==> src/hw/rtl/gls_pkg.sv <==
// ----------------------------------------------------------------------------
// gls_pkg: shared definitions for the grid line-of-sight block
// Map geometry, field widths, register indexes, sequencer states and the
// control structs passed between the top level and the line walker.
// ----------------------------------------------------------------------------
package gls_pkg;

    // Map storage geometry.
    localparam int MAX_DIM   = 256;
    localparam int COORD_W   = $clog2(MAX_DIM);
    localparam int ADDR_W    = 2 * COORD_W;
    localparam int MAP_DEPTH = MAX_DIM * MAX_DIM;

    // Configuration registers.
    localparam int CFG_W     = 9;
    localparam int CFG_IDX_W = 1;
    localparam logic [CFG_IDX_W-1:0] REG_GRID_WIDTH  = 1'b0;
    localparam logic [CFG_IDX_W-1:0] REG_GRID_HEIGHT = 1'b1;
    localparam logic [CFG_W-1:0]     GRID_DIM_RESET  = 9'd256;

    // Stream payload widths.
    localparam int IN_DATA_W  = 40;
    localparam int OUT_DATA_W = 8;

    // Item kinds carried on tuser.
    localparam logic KIND_WRITE = 1'b0;
    localparam logic KIND_QUERY = 1'b1;

    // Bresenham error term: |err| stays below 2*MAX_DIM, doubled for e2.
    localparam int ERR_W = COORD_W + 3;
    localparam int E2_W  = ERR_W + 1;

    typedef logic [COORD_W-1:0] coord_t;

    typedef enum logic [1:0] {
        ST_IDLE,
        ST_WALK,
        ST_RESULT
    } gls_state_t;

    // Control from the sequencer to the walker.
    typedef struct packed {
        logic   load;
        logic   advance;
        coord_t start_x;
        coord_t start_y;
        coord_t goal_x;
        coord_t goal_y;
    } walk_ctrl_t;

    // Status from the walker back to the sequencer.
    typedef struct packed {
        logic   at_goal;
        coord_t cur_x;
        coord_t cur_y;
    } walk_stat_t;

endpackage

==> src/hw/rtl/gls_walker.sv <==
// ----------------------------------------------------------------------------
// gls_walker: Bresenham line stepper
// Holds the current point and error term and advances one cell per
// request toward the goal point.
// ----------------------------------------------------------------------------
module gls_walker (
    input  logic                clk,
    input  logic                rst_n,
    input  gls_pkg::walk_ctrl_t ctrl,
    output gls_pkg::walk_stat_t stat
);
    import gls_pkg::*;

    coord_t                  x_reg, x_next;
    coord_t                  y_reg, y_next;
    coord_t                  gx_reg, gx_next;
    coord_t                  gy_reg, gy_next;
    coord_t                  dx_reg, dx_next;
    coord_t                  dy_reg, dy_next;
    logic                    sx_neg_reg, sx_neg_next;
    logic                    sy_neg_reg, sy_neg_next;
    logic signed [ERR_W-1:0] err_reg, err_next;

    logic signed [E2_W-1:0]  e2;
    logic signed [E2_W-1:0]  dx_s;
    logic signed [E2_W-1:0]  dy_s;
    coord_t                  ld_dx;
    coord_t                  ld_dy;

    always_ff @(posedge clk or negedge rst_n)
    begin
        if (!rst_n)
        begin
            x_reg      <= '0;
            y_reg      <= '0;
            gx_reg     <= '0;
            gy_reg     <= '0;
            dx_reg     <= '0;
            dy_reg     <= '0;
            sx_neg_reg <= 1'b0;
            sy_neg_reg <= 1'b0;
            err_reg    <= '0;
        end
        else
        begin
            x_reg      <= x_next;
            y_reg      <= y_next;
            gx_reg     <= gx_next;
            gy_reg     <= gy_next;
            dx_reg     <= dx_next;
            dy_reg     <= dy_next;
            sx_neg_reg <= sx_neg_next;
            sy_neg_reg <= sy_neg_next;
            err_reg    <= err_next;
        end
    end

    always_comb
    begin
        ld_dx = (ctrl.goal_x > ctrl.start_x) ? ctrl.goal_x - ctrl.start_x
                                             : ctrl.start_x - ctrl.goal_x;
        ld_dy = (ctrl.goal_y > ctrl.start_y) ? ctrl.goal_y - ctrl.start_y
                                             : ctrl.start_y - ctrl.goal_y;
        dx_s  = signed'({{(E2_W-COORD_W){1'b0}}, dx_reg});
        dy_s  = signed'({{(E2_W-COORD_W){1'b0}}, dy_reg});
        e2    = {err_reg, 1'b0};

        x_next      = x_reg;
        y_next      = y_reg;
        gx_next     = gx_reg;
        gy_next     = gy_reg;
        dx_next     = dx_reg;
        dy_next     = dy_reg;
        sx_neg_next = sx_neg_reg;
        sy_neg_next = sy_neg_reg;
        err_next    = err_reg;

        if (ctrl.load)
        begin
            x_next      = ctrl.start_x;
            y_next      = ctrl.start_y;
            gx_next     = ctrl.goal_x;
            gy_next     = ctrl.goal_y;
            dx_next     = ld_dx;
            dy_next     = ld_dy;
            sx_neg_next = !(ctrl.start_x < ctrl.goal_x);
            sy_neg_next = !(ctrl.start_y < ctrl.goal_y);
            err_next    = signed'({{(ERR_W-COORD_W){1'b0}}, ld_dx})
                        - signed'({{(ERR_W-COORD_W){1'b0}}, ld_dy});
        end
        else if (ctrl.advance)
        begin
            // Both moves use the doubled error from before the step.
            if (e2 > -dy_s)
            begin
                err_next = err_next - ERR_W'(dy_s);
                x_next   = sx_neg_reg ? x_reg - 1'b1 : x_reg + 1'b1;
            end
            if (e2 < dx_s)
            begin
                err_next = err_next + ERR_W'(dx_s);
                y_next   = sy_neg_reg ? y_reg - 1'b1 : y_reg + 1'b1;
            end
        end
    end

    assign stat.at_goal = (x_reg == gx_reg) && (y_reg == gy_reg);
    assign stat.cur_x   = x_reg;
    assign stat.cur_y   = y_reg;

endmodule

==> config.mk <==
export PLATFORM = sky130hd
export DESIGN_NAME = gls_walker
export DESIGN_NICKNAME = d
export VERILOG_FILES = /design/src/hw/rtl/gls_pkg.sv /design/src/hw/rtl/gls_walker.sv
export SDC_FILE = /design/constraint.sdc
export NUM_CORES = 1
export LEC_CHECK = 0
export BUFFER_PORTS_ARGS = -buffer_cell sky130_fd_sc_hd__clkbuf_2
export CAP_MARGIN = 25
export CORE_UTILIZATION = 30
export CTS_CLUSTER_DIAMETER = 200
export CTS_CLUSTER_SIZE = 28
export DETAILED_ROUTE_END_ITERATION = 8
export SLEW_MARGIN = 20
export SYNTH_ARGS = -nofsm -noshare
export SYNTH_HDL_FRONTEND = slang
export SYNTH_SLANG_ARGS = --single-unit
export TNS_END_PERCENT = 20
==> constraint.sdc <==
create_clock -name clk -period 8 [get_ports clk]
set_input_delay 0.8 -clock clk [delete_from_list [all_inputs] [get_ports clk]]
set_output_delay 0.8 -clock clk [all_outputs]
set_load 0.05 [all_outputs]
==> flow_metrics.env, run 1 <==
export IMPL_clock_power_share=0.155
export IMPL_wire_per_inst_microns=14.14
export IMPL_internal_power_uw=1272
export IMPL_grt_max_degree=84
export IMPL_n_fill_cell=2085
export IMPL_drive_gt1_frac=0.1451
export IMPL_cts_tree="yes"
export IMPL_critPathArrivalTime_ns=5.30
export IMPL_period_needed_ns=5.065
export IMPL_peakVddDrop_mv=0.1634
export IMPL_fin_skew_ns=0.009170
export IMPL_slew_headroom=0.4128
export IMPL_max_clock_freq_ghz=0.1974
export IMPL_ys_ff_latch=61
export IMPL_dp_slack_ns=2.497
export IMPL_ff_latch_area_sq_um=1526
export IMPL_cts_made_buffers=9
export IMPL_core_region_area_sq_um=20230
export IMPL_wirelength_microns=14640
export IMPL_root_buffer="clkbuf_16"
export IMPL_cts_setup_buffers=0
export IMPL_worstHoldPathType="reg2reg"
export IMPL_synthesis_nets=844
export IMPL_clock_sinks=61
export IMPL_min_delay_start="gx_reg[1]$_DFFE_PN0P_"
export IMPL_crit_start="ctrl[8]"
export IMPL_clk_latency_ns=0.35
export IMPL_multi_input_area_sq_um=4275
export IMPL_cts_resized=0
export IMPL_cp_end_kind="register"
export IMPL_synth_top_cell_by_area="dfrtp_1"
export IMPL_min_to="gx_reg[1]$_DFFE_PN0P_"
export IMPL_cts_buffer_depth=2
export IMPL_path_class="in2reg"
export IMPL_max_cap_violations=0
export IMPL_comb_power_share=0.636
export IMPL_timing_setup_tns_ns=0
export IMPL_power_share_switching=0.4650
export IMPL_drtPass1Iterations=4
export IMPL_antenna_cells=0
export IMPL_worstPathMaxFanout=6
export IMPL_yosysWarnings=0
export IMPL_antenna_found_initial=0
export IMPL_yosys_top_cells_area="dfrtp_1, ha_1, xnor2_1, inv_1, mux2_2"
export IMPL_placed_cells=1018
export IMPL_grt_pass1_vias=5133
export IMPL_outcome="completed"
export IMPL_cts_hold_repair_buffers=0
export IMPL_tightest_slew_ns=0.8808
export IMPL_die_h_microns=145.7
export IMPL_instances_no_fill=1035
export IMPL_postSynthAreaPerCell_sq_um=8.704
export IMPL_pwr_density_cell_nw_per_um2=338.6
export IMPL_ys_flop_type="dfrtp_1"
export IMPL_clkSlewWorstSetupHoldPaths_ns=0.06
export IMPL_setup_viol_count_final=0
export IMPL_reg2regPathDepth=21
export IMPL_r2r_setup_slack_ns=3.02
export IMPL_rows=52
export IMPL_h_tree_depth=3
export IMPL_grt_overflow_total=0
export IMPL_slew_viol_final=0
export IMPL_fin_crit_sh=0.6331
export IMPL_crit_required_ns=8.23
export IMPL_r2r_end="err_reg[9]$_DFFE_PN0P_"
export IMPL_rsz0062_at_grt="false"
export IMPL_initial_utilization=0.3063
export IMPL_first_iter_violations=191
export IMPL_vias_per_cell=4.873
export IMPL_seq_power_share=0.209
export IMPL_drc=0
export IMPL_worstSetupStartpointType="input port"
export IMPL_power_leakage_uw=0.003386
export IMPL_final_nets=892
export IMPL_final_hold_violation_count=0
export IMPL_syn_area_sq_um=6197
export IMPL_postRouteAntennaNets=0
export IMPL_synth_distinct_cells=54
export IMPL_synth_edf_count=0
export IMPL_area_growth_pct=13.33
export IMPL_grt_pass1_wl_microns=24940
export IMPL_setup_slack_ns=2.935
export IMPL_hold_depth=1
export IMPL_grt_use_total=0.1464
export IMPL_ys_async_sr_fraction=1.000
export IMPL_port_buffers=52
export IMPL_dp_hpwl_microns=11620
export IMPL_io_pins=53
export IMPL_dieWidth_microns=145.7
export IMPL_synth_top_area_frac=0.2463
export IMPL_gp_routability_congestion=0.7998
export IMPL_r2r_start="dy_reg[2]$_DFFE_PN0P_"
export IMPL_syn_inst=712
export IMPL_design_die_area_sq_um=21240
export IMPL_vias=5044
export IMPL_largest_reg_flops=11
export IMPL_yosysSeqAreaShare=0.2463
export IMPL_switchingPower_uw=1106
[per-stage QoR]
stage               instance area (sq um)  utilization  hold slack [ns]  total power (uW)
CTS                                  7018       0.3468           0.5306              2400
detailed placement                   6741       0.3332           0.5175              2013
finish                               7023       0.3471           0.5287              2378
floorplan                            6197            -           0.4797              1686
global placement                     6734       0.3328           0.5097              1997
global route                         7023       0.3471           0.5441              2628
[logic make-up (layout without fill, tap and decap cells)]
kind of cell             Yosys count  count (layout)  synth area share
AO/OA/AOI/OAI                    186             186            0.1878
XOR/XNOR                          58              58           0.08197
adder cells (fa/ha/maj)           96              96            0.2047
buffers and inverters            104             157           0.06380
flip-flops                        61              61            0.2463
multiplexers                      57              57           0.09772
AND/OR/NAND/NOR                  150             150            0.1177
[cell usage in the layout, fill, tap and decap left out, types with 3 or more instances in the layout]
cell type  instances
ha_1              87
inv_1             85
dfrtp_1           61
a21oi_1           55
clkbuf_2          50
nand2_1           47
xnor2_1           45
o21ai_0           44
nor2_1            41
mux2i_1           29
mux2_2            28
a21o_1            17
nand4_1           13
xor2_1            13
a211oi_1          11
o211ai_1          10
fa_1               9
clkbuf_16          9
o21bai_1           8
o21a_1             7
o22ai_1            6
nor2b_1            6
nand3_1            6
nand2b_1           6
nor3_1             5
a22oi_1            4
or2_2              4
or3_1              4
nand3b_1           3
a21boi_0           3
and3_1             3
a31o_2             3
a211o_1            3
o31ai_1            3
buf_2              3
buf_4              3
[metal layers]
layer | routed length (microns) | GRT usage
met5 | 0 | 0
met3 | 477 | 0.02665
met1 | 7068 | 0.1882
met4 | 332 | 0.05737
met2 | 6759 | 0.2426
[synth_stat cells, drive strengths merged, types with 2 or more instances]
master,n
nor3,5
a21oi,55
fa,9
buf,5
nor2b,6
and4,2
xor2,13
xnor2,45
nand3,6
and2,2
a31o,3
nor4,2
nand4,13
clkbuf,14
nand3b,3
o211ai,10
inv,85
o31ai,3
dfrtp,61
and3,3
or3,4
a211o,3
a21boi,4
nand2b,6
ha,87
a22oi,4
o21ai,44
or2,5
o21bai,8
a21o,17
mux2i,29
nor2,41
o31a,3
o22ai,6
a211oi,11
a31oi,2
nand2,47
o21a,7
mux2,28
[worst max-delay path: stages]
cell and delay, ns:
clkbuf_2 0.10, inv_1 0.05, ha_1 0.14, inv_1 0.06
fa_1 0.39, a21o_1 0.19, a21oi_1 0.21, o22ai_1 0.12
o22ai_1 0.44, buf_2 0.29, mux2i_1 0.24, xnor2_1 0.11
ha_1 0.34, nor2b_1 0.13, o21ai_0 0.11, a21boi_0 0.24
o21ai_0 0.12, a21boi_0 0.26, o21ai_0 0.20, a21oi_1 0.43
nand2_1 0.10, o211a_1 0.21
[worst max-delay path by stage]
stage,end
2_1_floorplan,err_reg[7]$_DFFE_PN0P_
5_1_grt,err_reg[9]$_DFFE_PN0P_
3_3_place_gp,err_reg[9]$_DFFE_PN0P_
6_report,err_reg[9]$_DFFE_PN0P_
3_5_place_dp,err_reg[9]$_DFFE_PN0P_
4_1_cts,err_reg[9]$_DFFE_PN0P_
[power by group through the flow]
| stage | combinational (uW) | sequential, uW | clock, uW |
|---|---|---|---|
| floorplan | 1150 | 540 | 0 |
| global placement | 1490 | 504 | 0 |
| detailed placement | 1510 | 503 | 0 |
| CTS | 1520 | 499 | 379 |
| global route | 1730 | 512 | 390 |
| finish | 1510 | 497 | 368 |
[final cells by class]
type,instances,share of cell area
multi-input combinational,547,0.6088
sequential,61,0.2174
tap,270,0.04810
inverter,85,0.04543
timing repair buffer,56,0.04098
clock buffer,9,0.03207
clock inverter,7,0.007304
Power figures use the tool's default switching activity.
==> run 2: changes to the inputs <==
Clock period 8 ns to 4.9 ns, I/O delays scaled along.
==> flow_metrics.env, run 2 (synthesis results as in run 1) <==
export IMPL_peakVddDrop_mv=0.2310
export IMPL_design_die_area_sq_um=21240
export IMPL_final_cell_mix="ha_1, inv_1, dfrtp_1, a21oi_1, clkbuf_2"
export IMPL_placed_cells=1023
export IMPL_clock_sinks=61
export IMPL_r2r_setup_slack_ns=0.29
export IMPL_critPathArrivalTime_ns=4.88
export IMPL_max_clock_freq_ghz=0.2167
export IMPL_wire_per_inst_microns=14.50
export IMPL_timing_setup_tns_ns=0
export IMPL_vias=5127
export IMPL_crit_required_ns=5.16
export IMPL_period_needed_ns=4.614
export IMPL_antenna_cells=0
export IMPL_clkSlewWorstSetupHoldPaths_ns=0.05
export IMPL_outcome="completed"
export IMPL_postRouteAntennaNets=0
export IMPL_switchingPower_uw=1818
export IMPL_root_buffer="clkbuf_16"
export IMPL_first_iter_violations=207
export IMPL_vias_per_cell=4.925
export IMPL_io_pins=53
export IMPL_grt_pass1_vias=5101
export IMPL_dp_slack_ns=0.08145
export IMPL_drc=0
export IMPL_internal_power_uw=2134
export IMPL_rows=52
export IMPL_grt_use_total=0.1484
export IMPL_worstSetupStartpointType="register"
export IMPL_antenna_found_initial=0
export IMPL_cts_hold_repair_buffers=0
export IMPL_initial_utilization=0.3063
export IMPL_grt_overflow_total=0
export IMPL_cts_tree="yes"
export IMPL_cts_made_buffers=9
export IMPL_dieWidth_microns=145.7
export IMPL_dp_hpwl_microns=12130
export IMPL_instances_no_fill=1041
export IMPL_gp_routability_congestion=0.8280
export IMPL_final_hold_violation_count=0
export IMPL_clk_latency_ns=0.34
export IMPL_fin_crit_sh=0.9416
export IMPL_wirelength_microns=15100
export IMPL_layout_commonest_cell="ha_1"
export IMPL_pwr_density_cell_nw_per_um2=557.0
export IMPL_port_buffers=52
export IMPL_core_region_area_sq_um=20230
export IMPL_path_class="reg2reg"
export IMPL_h_tree_depth=3
export IMPL_slew_headroom=0.3910
export IMPL_n_fill_cell=2119
export IMPL_slew_viol_final=0
export IMPL_cp_end_kind="register"
export IMPL_drive_gt1_frac=0.1582
export IMPL_worstHoldPathType="in2async"
export IMPL_setup_viol_count_final=0
export IMPL_clock_power_share=0.156
export IMPL_area_growth_pct=14.50
export IMPL_power_leakage_uw=0.003424
export IMPL_worstPathMaxFanout=7
export IMPL_grt_pass1_wl_microns=25470
export IMPL_power_share_switching=0.4601
export IMPL_die_h_microns=145.7
export IMPL_drtPass1Iterations=4
export IMPL_grt_max_degree=85
export IMPL_setup_slack_ns=0.2863
export IMPL_fin_util=0.3507
export IMPL_seq_power_share=0.208
export IMPL_largest_reg_flops=11
export IMPL_final_nets=898
export IMPL_tightest_slew_ns=0.9135
export IMPL_comb_power_share=0.636
export IMPL_cts_buffer_depth=2
export IMPL_max_cap_violations=0
export IMPL_fin_skew_ns=0.007055
==> run 2: cell count changes in the layout (fill, tap and decap cells not counted), sizes merged <==
cell	delta
clkinvlp	-1
clkbuf	+2
inv	-1
buf	+6
==> run 2: path summary, 6_finish.rpt <==
path                                       start                      end  cells after the start
max reg2reg                dy_reg[3]$_DFFE_PN0P_  err_reg[10]$_DFFE_PN0P_                     21
min                                        rst_n   err_reg[8]$_DFFE_PN0P_                      1
min in group clk                        ctrl[24]     x_reg[0]$_DFFE_PN0P_                      3
min reg2reg                dy_reg[3]$_DFFE_PN0P_    dy_reg[3]$_DFFE_PN0P_                      2
max                        dy_reg[3]$_DFFE_PN0P_  err_reg[10]$_DFFE_PN0P_                     21
max in group asynchronous                  rst_n    dy_reg[3]$_DFFE_PN0P_                      2
==> run 2: layout make-up <==
type                       count  area, sq um  share of cell area
clock buffer                  11        252.7             0.03562
sequential                    61         1526              0.2151
tap                          270        337.8             0.04761
timing repair buffer          62        335.3             0.04726
inverter                      85        319.1             0.04497
clock inverter                 5        35.03            0.004937
multi-input combinational    547         4289              0.6045
==> run 2: worst max-delay path, cell delays in order, from the launching register on <==
cell and delay [ns]:
dfrtp_1 0.37, inv_1 0.13, nand3_1 0.13, nor2_2 0.16, nand4_1 0.20, nor2_1 0.17
ha_1 0.26, a21o_1 0.19, a211o_1 0.28, o31a_2 0.39, buf_4 0.18, nor2_1 0.08
a21oi_1 0.06, ha_1 0.23, fa_2 0.38, a21oi_2 0.19, o211ai_1 0.16, o21a_1 0.22
or4_1 0.39, nand2_1 0.08, and4bb_1 0.18, a21boi_1 0.13
==> run 2: what timing repair did <==
action,in CTS,in global routing
endpoints found under the setup margin,0,5
buffers inserted,0,2
gates resized for setup,0,6
==> run 2: power groups by stage <==
stage | clock network, uW | registers, uW | logic (uW)
6_report | 615 | 823 | 2510
5_1_grt | 647 | 847 | 2860
4_1_cts | 629 | 824 | 2480
3_5_place_dp | 0 | 832 | 2460
3_3_place_gp | 0 | 831 | 2450
2_1_floorplan | 0 | 882 | 1870
==> run 2: through the flow <==
step	cell area, sq um	total power, uW	hold WS [ns]
2_1_floorplan	6197	2753	0.1944
3_3_place_gp	6779	3283	0.5121
3_5_place_dp	6779	3296	0.5132
4_1_cts	7067	3938	0.2136
5_1_grt	7096	4351	0.2611
6_report	7096	3953	0.2010
==> run 2: layer usage <==
metal / part of all wire / GRT usage
met3: 0.035 / 0.02038
met4: 0.012 / 0.04263
met1: 0.48 / 0.1996
met2: 0.47 / 0.2471
met5: 0 / 0
